File: src/rtl/core/msph_pkg.sv
`default_nettype none
package msph_pkg;

  // Field and datapath widths
  localparam int unsigned COMP_W    = 16;  // one packed Q7.8 component
  localparam int unsigned DIFF_W    = 17;  // difference of two components
  localparam int unsigned PROD_W    = 34;  // product of two differences
  localparam int unsigned SQ_W      = 34;  // a, c, |b| and the square root
  localparam int unsigned VS_W      = 36;  // signed dot product sum, c before clamp
  localparam int unsigned D_W       = 68;  // b*b, a*c and discriminant
  localparam int unsigned REM_W     = SQ_W + 3;
  localparam int unsigned TIME_W    = 16;
  localparam int unsigned TIME_FRAC = 8;
  localparam int unsigned NUM_W     = SQ_W + TIME_FRAC;
  localparam int unsigned DREM_W    = SQ_W + TIME_W;
  localparam int unsigned THR_W     = 16;

  localparam int unsigned SQRT_STAGES = SQ_W;
  localparam int unsigned DIV_STAGES  = TIME_W;
  // front end (6) + root + numerator + divider setup + divider + output
  localparam int unsigned LATENCY = 6 + SQRT_STAGES + 1 + 1 + DIV_STAGES + 1;

  localparam logic [2:0] OUTCOME_OVERLAP  = 3'd0;
  localparam logic [2:0] OUTCOME_STILL    = 3'd1;
  localparam logic [2:0] OUTCOME_RECEDING = 3'd2;
  localparam logic [2:0] OUTCOME_NO_ROOT  = 3'd3;
  localparam logic [2:0] OUTCOME_HIT      = 3'd4;

  // Per-item sideband that rides along the root and divider pipelines
  typedef struct packed {
    logic [2:0]      outcome;
    logic [SQ_W-1:0] mb;
    logic [SQ_W-1:0] a;
  } side_t;

endpackage
`default_nettype wire

File: src/rtl/core/msph_div.sv
`default_nettype none
module msph_div (
  input  wire logic                         clk,
  input  wire logic                         rst,
  input  wire logic                         in_valid,
  input  wire logic [msph_pkg::NUM_W-1:0]   in_num,
  input  wire msph_pkg::side_t              in_side,
  output logic                              out_valid,
  output logic [msph_pkg::TIME_W-1:0]       out_quot,
  output msph_pkg::side_t                   out_side
);

  localparam int unsigned N  = msph_pkg::DIV_STAGES;
  localparam int unsigned RW = msph_pkg::DREM_W;

  // Setup stage: flag quotients that do not fit in the time field.
  logic             pre_vld;
  logic [RW-1:0]    pre_rem;
  logic             pre_sat;
  msph_pkg::side_t  pre_side;

  always_ff @(posedge clk) begin
    if (rst) begin
      pre_vld <= 1'b0;
    end else begin
      pre_vld <= in_valid;
    end
    pre_rem  <= {{(RW - msph_pkg::NUM_W){1'b0}}, in_num};
    pre_sat  <= ({{(RW - msph_pkg::NUM_W){1'b0}}, in_num} >=
                 {in_side.a, {msph_pkg::TIME_W{1'b0}}});
    pre_side <= in_side;
  end

  logic                          vld_q  [0:N-1];
  logic [RW-1:0]                 rem_q  [0:N-1];
  logic [msph_pkg::TIME_W-1:0]   quot_q [0:N-1];
  logic                          sat_q  [0:N-1];
  msph_pkg::side_t               side_q [0:N-1];

  // Restoring division, one quotient bit per stage, MSB first.
  for (genvar k = 0; k < N; k++) begin : g_stage
    logic                          v_in;
    logic [RW-1:0]                 rem_in;
    logic [msph_pkg::TIME_W-1:0]   quot_in;
    logic                          sat_in;
    msph_pkg::side_t               side_in;
    logic [RW-1:0]                 dvs;
    logic                          ge;

    if (k == 0) begin : g_first
      assign v_in    = pre_vld;
      assign rem_in  = pre_rem;
      assign quot_in = '0;
      assign sat_in  = pre_sat;
      assign side_in = pre_side;
    end else begin : g_next
      assign v_in    = vld_q[k-1];
      assign rem_in  = rem_q[k-1];
      assign quot_in = quot_q[k-1];
      assign sat_in  = sat_q[k-1];
      assign side_in = side_q[k-1];
    end

    assign dvs = {{msph_pkg::TIME_W{1'b0}}, side_in.a} << (N - 1 - k);
    assign ge  = (rem_in >= dvs);

    always_ff @(posedge clk) begin
      if (rst) begin
        vld_q[k] <= 1'b0;
      end else begin
        vld_q[k] <= v_in;
      end
      rem_q[k]  <= ge ? (rem_in - dvs) : rem_in;
      quot_q[k] <= {quot_in[msph_pkg::TIME_W-2:0], ge};
      sat_q[k]  <= sat_in;
      side_q[k] <= side_in;
    end
  end

  assign out_valid = vld_q[N-1];
  assign out_quot  = sat_q[N-1] ? {msph_pkg::TIME_W{1'b1}} : quot_q[N-1];
  assign out_side  = side_q[N-1];

endmodule
`default_nettype wire

File: config.mk
export PLATFORM = sky130hd
export DESIGN_NAME = msph_div
export DESIGN_NICKNAME = d
export VERILOG_FILES = /design/src/rtl/core/msph_pkg.sv /design/src/rtl/core/msph_div.sv
export SDC_FILE = /design/constraint.sdc
export NUM_CORES = 2
export LEC_CHECK = 0
export BUFFER_PORTS_ARGS = -buffer_cell sky130_fd_sc_hd__buf_2
export CAP_MARGIN = 20
export CORE_MARGIN = 8
export CORE_UTILIZATION = 40
export CTS_BUF_LIST = sky130_fd_sc_hd__clkbuf_4
export DETAILED_ROUTE_END_ITERATION = 12
export SLEW_MARGIN = 0
export SYNTH_ARGS = -nofsm -noshare
export SYNTH_HDL_FRONTEND = slang
export SYNTH_SLANG_ARGS = --single-unit
File: constraint.sdc
create_clock -name clk -period 4.95 [get_ports clk]
set_input_delay 0.99 -clock clk [delete_from_list [all_inputs] [get_ports clk]]
set_output_delay 0.99 -clock clk [all_outputs]
set_load 0.1 [all_outputs]
== Word level (Yosys, flattened, before mapping) ==
Memories as Yosys holds them, arrays and structs flattened.
Cells that the tools add are included.
Word-level totals
  bits in registers: 115
  bits in writable memories: 2224
  input bits: 116
  output and inout port bits: 88
  logic and storage cells: 96
  memories: 5
Cells by class
  $add $sub $neg: 16
  magnitude comparators: 17
  muxes and demuxes: 36
  bitwise logic cells: 16
Memory list
  side_q: depth 16, bits a word 71, read ports 16, clocked after memory_dff 0, wr ports 16, RTL line msph_div.sv:38  | msph_pkg::side_t side_q [0:N-1];
  rem_q: depth 16, bits a word 50, read ports 15, clocked after memory_dff 0, wr ports 16, RTL line msph_div.sv:35  | logic [RW-1:0] rem_q [0:N-1];
  quot_q: depth 16, bits a word 16, read ports 16, clocked after memory_dff 0, wr ports 16, RTL line msph_div.sv:36  | logic [msph_pkg::TIME_W-1:0] quot_q [0:N-1];
  sat_q: depth 16, bits a word 1, read ports 16, clocked after memory_dff 0, wr ports 16, RTL line msph_div.sv:37  | logic sat_q [0:N-1];
  vld_q: depth 16, bits a word 1, read ports 16, clocked after memory_dff 0, wr ports 16, RTL line msph_div.sv:34  | logic vld_q [0:N-1];
Operator list (count)
  $mux W50: 16
  $ge A42 B50 Y1: 1
  $ge A50 B34 Y1: 1
  $ge A50 B35 Y1: 1
  $ge A50 B36 Y1: 1
  $ge A50 B37 Y1: 1
  $ge A50 B38 Y1: 1
  $ge A50 B39 Y1: 1
  $ge A50 B40 Y1: 1
  $ge A50 B41 Y1: 1
  $ge A50 B42 Y1: 1
  $ge A50 B43 Y1: 1
  $ge A50 B44 Y1: 1
  $ge A50 B45 Y1: 1
  $ge A50 B46 Y1: 1
  $ge A50 B47 Y1: 1
  $ge A50 B48 Y1: 1
  $sub A42 B49 Y50: 1
  $sub A50 B34 Y50: 1
  $sub A50 B35 Y50: 1
  $sub A50 B36 Y50: 1
  $sub A50 B37 Y50: 1
  $sub A50 B38 Y50: 1
  $sub A50 B39 Y50: 1
  other kinds (13): 46

== Longest topological paths before layout ==
  depth in word-level cells: 3
  gate-level depth with buffers: 16
  depth with buffers taken out: 14

== Least setup slack after synthesis ==
No wires, ideal clock.
  path kind: register -> register
  start point: register pre_side (netlist bit g_stage[0].dvs[19])
  end point: memory rem_q[0][41] (netlist name)
  library setup time: 0.121 ns
  arrival time: 3.110 ns
  data required time: 4.829 ns
  setup slack: 1.719 ns
  stages on the path, launching flop included: 13
  buffers on the path: 1
  clock period less this slack: 3.231 ns
  path through: dfxtp_1 inv_1 ha_1 buf_2 a2111o_1 a311o_1 a221o_1 a21o_1 o31a_1 a211o_1 a21o_1 xor2_1 mux2_2
RTL lines
  start, declared: RTL line msph_div.sv:20  | msph_pkg::side_t pre_side;
  start signal, assigned: RTL line msph_div.sv:31  | pre_side <= in_side;
  end, declared: RTL line msph_div.sv:35

==> results_dict.tcl <==
set metrics [dict create \
    outcome "complete, no violations" \
    drtAntennaViolNets 0 \
    die_height_um 469 \
    synth_edf_count 0 \
    grt_max_degree 64 \
    routed_wl_mm 191 \
    ir_worst_vdd_uv 293 \
    final_cell_mix "dfxtp_1 (2169), clkbuf_4 (813), a21oi_1 (699)" \
    grt_pass1_vias 62000 \
    tns_ns 0 \
    hp-class "input pin to register" \
    period_share_pct 84.2 \
    power.density_nw_per_um2 619 \
    gp_congestion 0.946 \
    initial_core_util_pct 40.1 \
    multi_input_area_um2 35100 \
    maxSlewViolCount 0 \
    initialDrtViolationCount 2552 \
    syn-num-nets 8887 \
    worst_pin_slew_ns 1.13 \
    drive_gt1_share_pct 14.1 \
    core-area_um2 204000 \
    setup_ws_ns 0.783 \
    end_kind "register" \
    holdWs_ns 0.241 \
    cts_buffers 590 \
    syn_area_um2 81900 \
    setup_viol 0 \
    fin_util_pct 46.3 \
    tritoncts "done" \
    ys_ff_latch 2169 \
    portBuffers 203 \
    period_minus_slack_ns 4.17 \
    final-hold-violation-count 0 \
    wl_per_cell_um 15.9 \
    viasPerCell 4.92 \
    cts_buffer_depth 4 \
    clock-root-buffer "clkbuf_4" \
    rows 166 \
    reg2reg_slack_ns 0.78 \
    worstSetupPathType "register to register" \
    cp.arrival_ns 5.33 \
    final_common_cell "dfxtp_1" \
    die_w_um 469 \
    syn_inst 8193 \
    ys.flop_type "dfxtp_1" \
    skew_ns 0.126 \
    dieArea_um2 219000 \
    ys_warn_count 0 \
    max_stage_delay_ns 0.67 \
    area_delta_synth_final_pct 15.4 \
    worstPathRequired_ns 6.12 \
    crit_path_start_kind "register" \
    leakage_nw 43.3 \
    nets 9664 \
    grt-ovfl-total 0 \
    dr.pass1.iters 5 \
    register_area_um2 43400 \
    avgSynthCellArea_um2 10.0 \
    drc 0 \
    grt_pass1_wl_mm 304 \
    grt_usage_pct 17.0 \
    fill_cells 19300 \
    critical_path_peak_fanout 28 \
    rsz0062_at_grt "no" \
    clock_latency_ns 1.39 \
    clkTransAtPathRegs_ns 0.06 \
    slowest_stage "o41ai_1" \
    slew_headroom_pct 24.6 \
    io_pins 204 \
    vias 59300 \
    htree_levels 6 \
    path_cells "ha_1 -> inv_1 -> fa_1 -> nand3_1 -> a21oi_1 -> o41ai_1 -> nand3_1 -> a21oi_1 -> a2111oi_1 -> a21oi_4 -> buf_4 -> mux2_2" \
    dp_slack_ns 0.828 \
    antenna_found_initial 4 \
    cts_sinks 2169 \
    synthArstFlopShare_pct 0 \
    placed_cell_area_um2 86100 \
    cap_viol_max_count 0 \
    stdcell_area_um2 94500 \
    synthDistinctLibCells 96 \
    seq_area_frac_synth_pct 53.0 \
    dp_hpwl_mm 146 \
    timing.fmax_mhz 240 \
]
-- worst max-delay path: cells and delay by family, from the launching register on --
kind                       cells  cell delay, ns
AOI/OAI and AO/OA              5            1.82
DFF                            1            0.33
adders and majority gates      2            0.56
muxes                          1            0.36
buffers and inverters          2            0.41
and+or+nand+nor                2            0.48
-- sequential cells by signal (all words and copies together) (netlist names) --
name,cells
quot_q,136
g_stage.sat_in,1
g_stage.side_in,37
g_stage.dvs,34
g_stage.v_in,1
rem_q,750
g_stage.rem_in,42
side_q,1136
sat_q,16
vld_q,16
-- cell usage after synthesis, drive strengths merged, types with 20 or more instances --
master	instances	area share (%)
a21oi	703	4.3
ha	563	8.6
nand2	518	2.4
or3	38	0.30
nand4	130	0.99
a211o	20	0.21
o21a	54	0.49
and3	46	0.35
nor3	107	0.65
o211ai	25	0.23
nor2	471	2.2
nand2b	76	0.58
xnor2	319	3.4
mux2	96	1.3
a31oi	51	0.39
o31ai	44	0.42
buf	43	0.24
a211oi	56	0.52
inv	704	3.2
or2	50	0.38
nor2b	99	0.76
clkbuf	159	0.73
o21ai	449	2.7
nor4	77	0.60
o21bai	77	0.71
or4	25	0.23
a21o	315	2.9
dfxtp	2169	53
nor4b	22	0.24
nand3	122	0.75
and2	36	0.27
xor2	245	2.6
-- layout make-up --
cell class / instances / share of cell area, %
Sequential cell: 2169 / 45.9
Timing Repair Buffer: 387 / 2.92
Antenna cell: 17 / 0.0450
Clock inverter: 163 / 1.13
Clock buffer: 813 / 6.46
Multi-Input combinational cell: 5118 / 37.2
Inverter: 704 / 2.80
Tap cell: 2688 / 3.56
-- report_power, final --
| part | switching [W] | internal (W) | leakage [nW] | total (W) |
|---|---|---|---|---|
| Sequential | 0.00196 | 0.0207 | 18.2 | 0.0226 |
| Combinational | 0.0119 | 0.00882 | 20.8 | 0.0207 |
| Clock | 0.00686 | 0.00834 | 4.30 | 0.0152 |
-- path summary, 6_finish.rpt --
kind | start | end | cells past startpoint
worst min register to register | side_q[14][43]$_DFF_P_ | side_q[15][43]$_DFF_P_ | 0
worst min-delay path | in_side[27] | g_stage[0].dvs[42]$_DFF_P_ | 2
worst max register to register | side_q[2][0]$_DFF_P_ | rem_q[0][163]$_DFF_P_ | 12
worst max-delay path | side_q[2][0]$_DFF_P_ | rem_q[0][163]$_DFF_P_ | 12
-- per-stage QoR --
step / instances / total power, W
floorplan: 8193 / 0.0380
global placement: 10900 / 0.0432
detailed placement: 10900 / 0.0434
CTS: 12000 / 0.0593
global route: 12100 / 0.0629
finish: 12100 / 0.0585
-- kinds of logic after synthesis --
logic type / Yosys count / share of synthesized area, %
compound gates: 1988 / 15.0
xor+xnor: 564 / 6.03
fa+ha+maj: 578 / 8.97
buf+inv: 906 / 4.20
flops: 2169 / 53.0
mux: 103 / 1.41
simple gates: 1885 / 11.3
-- repair_timing --
action                                 in CTS  in global routing
hold buffers                              118                  0
gates resized for setup                     0                  0
setup endpoints to repair                   0                  0
endpoints found under the hold margin     131                  0
buffers inserted                            0                  0
-- routing by layer --
metal / routed length [um] / vias to the layer above / track usage, %
met5: 0 / - / 0
met4: 14000 / 0 / 12.5
met3: 8060 / 662 / 3.80
met2: 96200 / 1506 / 31.5
met1: 73000 / 27000 / 16.4
li1: - / 30200 / -
Power figures use the tool's default switching activity.
